**src/hdl/snsw_pkg.sv**
```systemverilog
// Shared types and constants for the sequence number sliding window.
package snsw_pkg;

	localparam int unsigned WINDOW_MAX_DEF  = 64;
	localparam int unsigned SEQ_W           = 16;
	localparam int unsigned WSIZE_W         = 7;
	localparam int unsigned COUNT_OUT_W     = 7;
	localparam int unsigned STATUS_W        = 2;
	localparam int unsigned APB_ADDR_W      = 3;
	localparam int unsigned APB_DATA_W      = 32;
	localparam int unsigned REG_WIN_SPAN    = 0;
	localparam logic [WSIZE_W-1:0] WIN_SPAN_RST = 7'd64;

	typedef enum logic [STATUS_W-1:0] {
		ST_ADDED = 2'd0,
		ST_DUP   = 2'd1,
		ST_OLD   = 2'd2
	} status_t;

	// per-cycle command broadcast to every bitmap cell
	typedef struct packed {
		logic load_first;
		logic add_behind;
		logic add_ahead;
	} cell_ctrl_t;

endpackage

```
**src/hdl/snsw_cell.sv**
```systemverilog
// One bitmap cell: holds the seen flag for offset IDX behind the newest number.
module snsw_cell
	import snsw_pkg::*;
#(
	parameter int unsigned WINDOW_MAX = WINDOW_MAX_DEF,
	parameter int unsigned IDX        = 0,
	localparam int unsigned IW        = $clog2(WINDOW_MAX),
	localparam int unsigned WW        = $clog2(WINDOW_MAX + 1)
) (
	input  logic          clk,
	input  logic          arst_n,
	input  cell_ctrl_t    ctrl,
	input  logic [IW-1:0] d_idx,
	input  logic [WW-1:0] w_eff,
	input  logic          src_bit,
	output logic          q
);

	logic is_zero;
	logic is_d;
	logic keep;

	assign is_zero = (IDX == 0);
	assign is_d    = (d_idx == IW'(IDX));
	assign keep    = (WW'(IDX) < w_eff);

	always_ff @(posedge clk or negedge arst_n) begin
		if (!arst_n) begin
			q <= 1'b0;
		end else if (ctrl.load_first) begin
			q <= is_zero;
		end else if (ctrl.add_behind) begin
			q <= (q | is_d) & keep;
		end else if (ctrl.add_ahead) begin
			q <= (src_bit | is_zero) & keep;
		end
	end

endmodule

```
**src/hdl/snsw_popcount.sv**
```systemverilog
// Three-stage registered population count over the bitmap cells.
module snsw_popcount
	import snsw_pkg::*;
#(
	parameter int unsigned WINDOW_MAX = WINDOW_MAX_DEF,
	localparam int unsigned CNTW      = $clog2(WINDOW_MAX + 1),
	localparam int unsigned G1        = (WINDOW_MAX + 7) / 8,
	localparam int unsigned G2        = (G1 + 7) / 8
) (
	input  logic                  clk,
	input  logic                  en,
	input  logic [WINDOW_MAX-1:0] bits,
	output logic [CNTW-1:0]       count_s4
);

	logic [3:0]      grp_s2  [G1];
	logic [CNTW-1:0] part_s3 [G2];
	logic [3:0]      grp_d   [G1];
	logic [CNTW-1:0] part_d  [G2];
	logic [CNTW-1:0] total_d;

	// groups of eight cells
	always_comb begin
		for (int g = 0; g < G1; g++) begin
			grp_d[g] = 4'd0;
			for (int j = 0; j < 8; j++) begin
				if (g * 8 + j < WINDOW_MAX) begin
					grp_d[g] = grp_d[g] + {3'd0, bits[g * 8 + j]};
				end
			end
		end
	end

	// groups of eight group counts
	always_comb begin
		for (int g = 0; g < G2; g++) begin
			part_d[g] = '0;
			for (int j = 0; j < 8; j++) begin
				if (g * 8 + j < G1) begin
					part_d[g] = part_d[g] + CNTW'(grp_s2[g * 8 + j]);
				end
			end
		end
	end

	// sum of the partial sums left
	always_comb begin
		total_d = '0;
		for (int g = 0; g < G2; g++) begin
			total_d = total_d + part_s3[g];
		end
	end

	always_ff @(posedge clk) begin
		if (en) begin
			grp_s2   <= grp_d;
			part_s3  <= part_d;
			count_s4 <= total_d;
		end
	end

endmodule

```
**src/hdl/sequence_number_sliding_window_top.sv**
```systemverilog
// Anti-replay sliding window: a row of bitmap cells plus a registered count pipeline.
// Result path: classify in s1, popcount registers in s2 to s4; s4 drives the outputs.
// One item per cycle while no result waits untaken; the cell row updates in the accept cycle.
// The whole pipeline holds while a result waits; in_ready follows out_ready.
// Reset (arst_n low, asynchronous): bitmap empty, newest zero, win_span 64,
// no item in flight.
module sequence_number_sliding_window_top
	import snsw_pkg::*;
#(
	parameter int unsigned WINDOW_MAX = WINDOW_MAX_DEF
) (
	input  logic                   clk,
	input  logic                   arst_n,
	// input items
	input  logic                   in_valid,
	output logic                   in_ready,
	input  logic [SEQ_W-1:0]       seq_num,
	// result items
	output logic                   out_valid,
	input  logic                   out_ready,
	output logic [STATUS_W-1:0]    status,
	output logic [COUNT_OUT_W-1:0] member_count,
	output logic [SEQ_W-1:0]       newest_seq,
	// configuration
	input  logic                   psel,
	input  logic                   penable,
	input  logic                   pwrite,
	input  logic [APB_ADDR_W-1:0]  paddr,
	input  logic [APB_DATA_W-1:0]  pwdata,
	output logic [APB_DATA_W-1:0]  prdata,
	output logic                   pready
);

	localparam int unsigned IW   = $clog2(WINDOW_MAX);
	localparam int unsigned WW   = $clog2(WINDOW_MAX + 1);
	localparam int unsigned CNTW = $clog2(WINDOW_MAX + 1);
	localparam int unsigned CW   = (WW > WSIZE_W) ? WW : WSIZE_W;

	// ---------------- configuration ----------------
	logic [WSIZE_W-1:0] win_span_q;
	logic               reg_sel;

	assign pready  = 1'b1;
	assign reg_sel = (paddr[2] == 1'(REG_WIN_SPAN));
	assign prdata  = reg_sel ? APB_DATA_W'(win_span_q) : '0;

	always_ff @(posedge clk or negedge arst_n) begin
		if (!arst_n) begin
			win_span_q <= WIN_SPAN_RST;
		end else if (psel && penable && pwrite && pready && reg_sel) begin
			win_span_q <= pwdata[WSIZE_W-1:0];
		end
	end

	// Effective window: zero reads as one, anything above the bitmap depth
	// is capped at the depth.
	logic [CW-1:0] ws_ext;
	logic [WW-1:0] w_eff;

	assign ws_ext = CW'(win_span_q);
	always_comb begin
		if (ws_ext == '0) begin
			w_eff = WW'(1);
		end else if (ws_ext > CW'(WINDOW_MAX)) begin
			w_eff = WW'(WINDOW_MAX);
		end else begin
			w_eff = WW'(ws_ext);
		end
	end

	// ---------------- handshake ----------------
	// One enable moves every stage; the pipeline only stops when the
	// output register holds an item nobody takes.
	logic valid_s1, valid_s2, valid_s3, valid_s4;
	logic en;
	logic accept;

	assign en        = !valid_s4 || out_ready;
	assign in_ready  = en;
	assign accept    = in_valid && en;
	assign out_valid = valid_s4;

	// ---------------- classification ----------------
	logic [SEQ_W-1:0]      newest_q;
	logic                  not_empty_q;
	logic [WINDOW_MAX-1:0] bits;
	logic [SEQ_W-1:0]      d_dist;   // how far seq_num lags newest
	logic [SEQ_W-1:0]      s_dist;   // how far seq_num leads newest
	logic [SEQ_W:0]        d17, w17;
	logic                  too_old, behind, hit;
	logic [IW-1:0]         d_idx;
	logic [WINDOW_MAX-1:0] shifted;
	cell_ctrl_t            ctrl;
	status_t               status_d;
	logic [SEQ_W-1:0]      newest_d;

	assign d_dist  = newest_q - seq_num;
	assign s_dist  = seq_num - newest_q;
	assign d17     = {1'b0, d_dist};
	assign w17     = (SEQ_W + 1)'(w_eff);
	// Lagging by W up to W + 32767 is too old; the
	// same test also rejects numbers that are implausibly far ahead.
	assign too_old = (d17 >= w17) && (d17 < w17 + 17'd32768);
	assign behind  = (d17 < w17);
	assign d_idx   = d_dist[IW-1:0];
	assign hit     = behind && bits[d_idx];

	// Moving the anchor forward: each cell takes the flag that sits s_dist
	// cells below it; a jump past the whole bitmap empties it.
	assign shifted = (s_dist < SEQ_W'(WINDOW_MAX)) ? (bits << s_dist[IW-1:0]) : '0;

	always_comb begin
		ctrl.load_first = accept && !not_empty_q;
		ctrl.add_behind = accept && not_empty_q && behind && !hit;
		ctrl.add_ahead  = accept && not_empty_q && !too_old && !behind;
	end

	always_comb begin
		if (!not_empty_q) begin
			status_d = ST_ADDED;
		end else if (too_old) begin
			status_d = ST_OLD;
		end else if (hit) begin
			status_d = ST_DUP;
		end else begin
			status_d = ST_ADDED;
		end
	end

	assign newest_d = (ctrl.load_first || ctrl.add_ahead) ? seq_num : newest_q;

	always_ff @(posedge clk or negedge arst_n) begin
		if (!arst_n) begin
			newest_q    <= '0;
			not_empty_q <= 1'b0;
		end else if (accept) begin
			newest_q    <= newest_d;
			not_empty_q <= 1'b1;
		end
	end

	// ---------------- cell row ----------------
	// Cell k holds "newest - k has been seen".
	for (genvar k = 0; k < WINDOW_MAX; k++) begin : g_cell
		snsw_cell #(
			.WINDOW_MAX(WINDOW_MAX),
			.IDX       (k)
		) u_cell (
			.clk    (clk),
			.arst_n (arst_n),
			.ctrl   (ctrl),
			.d_idx  (d_idx),
			.w_eff  (w_eff),
			.src_bit(shifted[k]),
			.q      (bits[k])
		);
	end

	// ---------------- result pipeline ----------------
	// Stage 1 is the accept cycle's result; the count of the bitmap it left
	// behind is taken over the next three stages while the row keeps working.
	status_t          status_s1, status_s2, status_s3, status_s4;
	logic [SEQ_W-1:0] newest_s1, newest_s2, newest_s3, newest_s4;
	logic [CNTW-1:0]  count_s4;

	snsw_popcount #(
		.WINDOW_MAX(WINDOW_MAX)
	) u_popcount (
		.clk     (clk),
		.en      (en),
		.bits    (bits),
		.count_s4(count_s4)
	);

	always_ff @(posedge clk or negedge arst_n) begin
		if (!arst_n) begin
			valid_s1 <= 1'b0;
			valid_s2 <= 1'b0;
			valid_s3 <= 1'b0;
			valid_s4 <= 1'b0;
		end else if (en) begin
			valid_s1 <= accept;
			valid_s2 <= valid_s1;
			valid_s3 <= valid_s2;
			valid_s4 <= valid_s3;
		end
	end

	always_ff @(posedge clk) begin
		if (en) begin
			status_s1 <= status_d;
			newest_s1 <= newest_d;
			status_s2 <= status_s1;
			newest_s2 <= newest_s1;
			status_s3 <= status_s2;
			newest_s3 <= newest_s2;
			status_s4 <= status_s3;
			newest_s4 <= newest_s3;
		end
	end

	assign status       = status_s4;
	assign newest_seq   = newest_s4;
	assign member_count = COUNT_OUT_W'(count_s4);   // reported modulo 128

endmodule

```
**config.mk**
```make
export PLATFORM = sky130hd
export DESIGN_NAME = sequence_number_sliding_window_top
export DESIGN_NICKNAME = d
export VERILOG_FILES = /design/src/hdl/snsw_pkg.sv /design/src/hdl/snsw_cell.sv /design/src/hdl/snsw_popcount.sv /design/src/hdl/sequence_number_sliding_window_top.sv
export SDC_FILE = /design/constraint.sdc
export NUM_CORES = 1
export LEC_CHECK = 0
export BUFFER_PORTS_ARGS = -buffer_cell sky130_fd_sc_hd__buf_2
export CORE_MARGIN = 5
export CORE_UTILIZATION = 45
export CTS_CLUSTER_DIAMETER = 120
export CTS_CLUSTER_SIZE = 25
export DETAILED_ROUTE_END_ITERATION = 7
export SLEW_MARGIN = 25
export SYNTH_ARGS = -nofsm -noshare
export SYNTH_HDL_FRONTEND = slang
export SYNTH_SLANG_ARGS = --single-unit
```
**constraint.sdc**
```tcl
create_clock -name clk -period 6.25 [get_ports clk]
set_input_delay 0 -clock clk [delete_from_list [all_inputs] [get_ports clk]]
set_output_delay 0 -clock clk [all_outputs]
set_load 0.02 [all_outputs]
```
## Yosys cells after proc, flatten, opt, wreduce, memory -nomap -nowiden

Index checks and enable logic that the tools add are counted.

- Bits in registers: 210
- Logic and storage cells: 707
- Output and inout port bits: 60
- Input port bits: 58

- Bitwise logic cells: 193
- Eq/ne operators: 63
- Magnitude comparators: 70
- Shifts and indexed selects: 1
- Add/sub/neg operators: 66
- Reduce and logical (&&, ||, !) cells: 23
- Muxes and demuxes: 201

Operator list:

| kind | count |
|---|---|
| 6-bit by 7-bit < comparator with 1-bit output (first input constant) | 32 |
| 1-bit two-way mux | 194 |
| 4-bit by 1-bit adder with 4-bit output | 48 |
| 6-bit equality test (second input constant) | 32 |
| 1-bit AND | 127 |
| 5-bit by 7-bit < comparator with 1-bit output (first input constant) | 16 |
| 6-bit by 5-bit equality test with 1-bit output (second input constant) | 16 |
| 64-bit two-way mux | 1 |
| 1-bit OR | 64 |
| 64-bit by 6-bit << shifter with 64-bit output | 1 |
| 4-bit by 7-bit < comparator with 1-bit output (first input constant) | 8 |
| 6-bit by 4-bit equality test with 1-bit output (second input constant) | 8 |
| 7-bit by 4-bit adder with 7-bit output | 6 |
| 16-bit subtractor | 2 |
| 3-bit by 7-bit < comparator with 1-bit output (first input constant) | 4 |
| 6-bit by 3-bit equality test with 1-bit output (second input constant) | 4 |
| 7-bit two-way mux | 3 |
| 7-bit by 16-bit adder with 17-bit output (second input constant) | 1 |
| 16-bit by 17-bit < comparator with 1-bit output | 1 |
| 1-bit by 1-bit adder with 2-bit output | 8 |
| 16-bit by 7-bit greater-or-equal comparator with 1-bit output | 1 |
| 16-bit by 7-bit < comparator with 1-bit output | 1 |
| 16-bit by 7-bit < comparator with 1-bit output (second input constant) | 1 |
| 16-bit two-way mux | 1 |
| other kinds (17) | 37 |

## Longest topological paths before layout

- Depth in word-level cells: 12
- Mapped depth: 19
- Mapped depth without buffers: 16

## Worst setup path after synthesis

No wires, ideal clock.

- Path type: reg-to-reg
- Start point: register valid_s4 (netlist: out_valid)
- End point: register newest_s1[15], data pin
- Stages on the path, launching flop included: 7
- Path buffers: 2
- Data required time: 5990 ps
- Setup slack: -393 ps
- Clock period less this slack: 6643 ps
- Arrival time: 6383 ps
- Setup time: 260 ps
- Cell sequence: dfrtp_1 nand2b_1 clkbuf_1 nand2_1 a21oi_1 clkbuf_1 mux2_2

- Longest elaborated chain between the ends: 8
- Elaborated cells on any way between the ends: 9
- Those cells by class: mux: 1; reduce/logical: 8

RTL lines:

| element | RTL line | source |
|---|---|---|
| from (decl) | sequence_number_sliding_window_top.sv:74 | `logic valid_s1, valid_s2, valid_s3, valid_s4;` |
| from (signal assigned) | sequence_number_sliding_window_top.sv:185 | `valid_s4 <= valid_s3;` |
| 1-bit logical NOT (*) | sequence_number_sliding_window_top.sv:78 | `assign en = !valid_s4 \|\| out_ready;` |
| 1-bit logical OR (*) | sequence_number_sliding_window_top.sv:78 |  |
| named net in_ready | sequence_number_sliding_window_top.sv:16 | `output logic in_ready,` |
| 1-bit logical AND (*) | sequence_number_sliding_window_top.sv:80 | `assign accept = in_valid && en;` |
| 1-bit logical AND (3 in a row) | sequence_number_sliding_window_top.sv:115 | `ctrl.add_ahead = accept && not_empty_q && !too_old && !behind;` |
| 1-bit logical OR (*) | sequence_number_sliding_window_top.sv:130 | `assign newest_d = (ctrl.load_first \|\| ctrl.add_ahead) ? seq_num : newest_q;` |
| 16-bit two-way mux (*) | sequence_number_sliding_window_top.sv:130 |  |
| named net newest_d[15] | sequence_number_sliding_window_top.sv:95 | `logic [SEQ_W-1:0] newest_d;` |
| to (signal assigned) | sequence_number_sliding_window_top.sv:192 | `newest_s1 <= newest_d;` |
| to (decl) | sequence_number_sliding_window_top.sv:163 | `logic [SEQ_W-1:0] newest_s1, newest_s2, newest_s3, newest_s4;` |

Mark *: on every way through the listed nets, which the timed path passes. The rest lies on a longest branch.
A chain may end at the register's enable or synchronous reset.

## Worst setup path in the final report

- Start point: register newest_q[2]
- End point: register g_cell[25].u_cell.q

- Longest elaborated chain between the ends: 8
- Elaborated cells on any way between the ends: 27
- Those cells by class: add/sub: 2; order compare: 4; eq/ne: 1; shift: 1; mux: 6; bitwise: 3; reduce/logical: 10

RTL lines:

| element | RTL line | source |
|---|---|---|
| from (decl) | sequence_number_sliding_window_top.sv:84 | `logic [SEQ_W-1:0] newest_q;` |
| from (signal assigned) | sequence_number_sliding_window_top.sv:137 | `newest_q <= newest_d;` |
| branches (longest 8 deep; another with 16-bit subtractor) | - |  |
| to (signal assigned) | snsw_cell.sv:31 | `q <= is_zero;` |
| to (signal assigned) | snsw_cell.sv:33 | `q <= (q \| is_d) & keep;` |
| to (signal assigned) | snsw_cell.sv:35 | `q <= (src_bit \| is_zero) & keep;` |
| to (decl) | snsw_cell.sv:16 | `output logic q` |

Parallel ways; which one is timed is not known. The select of a mux whose other input is x is not followed.

==> qor.yml <==
status: "finished, final reports clean"
maxCapViolations: 0
drive_gt1_share_pct: 14.9
synth_edf_count: 118
period_minus_slack_ns: 5.63
postRouteAntennaNets: 0
initial_core_util_pct: 45.8
cts_max_path_buffers: 3
numPortBuffers: 64
synthTopCellsByArea: "edfxtp_1 19%, dfrtp_1 12%, mux4_2 9.7%, mux2i_1 6.1%, fa_1 5.8%"
diodes: 0
pre_cts_slack_ns: 0.784
setup_viol: 0
synth-compound-area-share_pct: 18.6
grt_pass1_wl_mm: 96.9
synth-xor-area-share_pct: 1.53
clock_skew_ns: 0.0212
globalRoute.totalOverflow: 0
timing.final.crit_share_pct: 90.0
synth_top_area_share_pct: 19.4
crit_path_max_fanout: 13
clk_pin_slew_ns: 0.11
synth_cells: 1848
drc_errors: 0
critical_path_class: "flop to flop"
grtUsageTotal_pct: 28.7
endpoint_kind: "flop"
finalHoldViolations: 0
pin_count: 118
die_w_um: 212
numClockSinks: 210
final_common_cell: "inv_1"
synth_top_family_by_area: "compound AO/OA/AOI/OAI gates"
clk_latency_ns: 0.52
synth.avg_cell_area_um2: 9.91
synth.area.mux_share_pct: 17.5
hp-class: "input pin to flop"
syn_area_um2: 18300
finalSetupTns_ns: 0
firstDrtPassIters: 5
dieArea_um2: 44800
slew_violations: 0
cts_tree: "done"
fp.dieH_um: 212
yosys.area.top_type: "edfxtp_1"
arrival_ns: 5.99
rows: 73
gp_congestion: 1.03
rsz0062_at_grt: "no"
drtIter0Drc: 2085
clock.fmax_mhz: 178
grt_pass1_vias: 14900
synth-adder-area-share_pct: 10.9
hpwl_mm: 50.3
grt_max_degree: 73
max_slew_margin_pct: 32.4
cts_root_buffer: "clkbuf_16"
postRouteWirelength_mm: 65.7
critPathLaunchType: "flop"
crit_required_ns: 6.61
yosys.area_share.simple_pct: 12.0
core_area_um2: 40000
synth.distinct_cells: 87
nets: 2065
yosysWarnings: 0
final_cell_mix: "171 x inv_1, 163 x nand2_1, 118 x edfxtp_1, 112 x mux2i_1, 108 x a21oi_1"
ys.flop_type: "edfxtp_1"
synth-seq-cells: 210
tightest_slew_ns: 1.01
antenna_found_initial: 1
worst_slack_ns: 0.625
synth_async_sr_flop_share_pct: 43.8
ys_seq_area_share_pct: 31.9
ctsHoldBuffers: 26
dr_total_vias: 15500
cts_made_buffers: 13
cts_resized: 0
wl_per_cell_um: 27.2
vias_per_cell: 6.44
syn2layout_area_growth_pct: 8.11
post_cts_buffers: 0
cts-htree-levels: 1
==> path summary, 6_finish.rpt <==
kind | slack (ns) | end | startpoint | cells past startpoint
hold reg to reg | 0.41 | u_popcount.count_s4[1] | u_popcount.part_s3[1] | 0
hold / removal | 0.1 | win_span_q[2] | pwrite | 3
setup / recovery | 0.62 | g_cell[25].u_cell.q | newest_q[2] | 15
max in group asynchronous | 4.59 | out_valid | arst_n | 4
min in group asynchronous | 0.45 | not_empty_q | arst_n | 3
setup reg to reg | 0.62 | g_cell[25].u_cell.q | newest_q[2] | 15
==> area by class of cell <==
class                           count  area [µm²]
Sequential cell                   210        5850
Clock buffer                       16         337
Multi-Input combinational cell   1343       11300
Inverter                          174         653
Fill cell                        3766       20200
Tap cell                          525         657
Timing Repair Buffer              137         971
Clock inverter                      6        51.3
==> stage by stage <==
step / std cells / hold slack [ns] / instance area, µm² / util, %
finish: 2411 / 0.0996 / 19800 / 49.5
global route: 2411 / 0.135 / 19800 / 49.5
CTS: 2411 / 0.0935 / 19800 / 49.5
detailed placement: 2363 / -0.00307 / 19100 / 47.8
global placement: 2363 / -0.000105 / 19100 / 47.8
floorplan: 1872 / -0.296 / 18400 / -
==> cells by family after synthesis <==
family          count (synthesis)
compound gates                495
xor+xnor                       29
fa+ha+maj                     128
buf+inv                       319
flops                         210
mux                           218
other cells                     2
simple gates                  447
==> routing by layer <==
metal | vias up | routed length [µm] | global-route usage, %
met2 | 903 | 27500 | 40.8
met5 | - | 0 | 0
met4 | 0 | 2420 | 9.22
li1 | 6867 | - | -
met3 | 125 | 8080 | 8.55
met1 | 7643 | 27700 | 42.1
==> Yosys cell counts, drive strengths merged, types with 27 or more instances <==
cell type and n:
mux4 79, o21ai 110, o2bb2ai 30, a2bb2oi 32, edfxtp 118, mux2i 112
nor2 79, a21oi 109, nand3 31, dfrtp 91, mux2 27, clkbuf 72
ha 75, fa 53, nand2 163, inv 173, buf 73, nor3 37
==> state kept, by name, indices dropped and copies added, names as in the netlist <==
signal and flops:
g_cell.u_cell.q 64, newest_q 16, newest_s1 16, newest_s2 16, newest_s3 16, newest_seq 16, not_empty_q 1, out_valid 1
status 2, status_s1 2, status_s2 2, status_s3 2, u_popcount.count_s4 7, u_popcount.grp_s2 32, u_popcount.part_s3 7, valid_s1 1
valid_s2 1, valid_s3 1, win_span_q 7
==> critical path, cell delays in order (launching register included) <==
cell and delay (ns):
dfrtp_1 0.39, ha_1 0.52, a21oi_1 0.40, a21oi_1 0.19
nor3_1 0.55, nor2_1 0.24, ha_1 0.39, o21ai_0 0.10
a211oi_1 0.08, o31a_1 0.32, a22o_1 0.21, o41ai_1 0.65
o311ai_2 0.24, and2_1 0.47, buf_4 0.27, a22oi_1 0.45
Power is not shown: default switching activity piles up to over one toggle a cycle in this logic, so the estimate is an artifact.
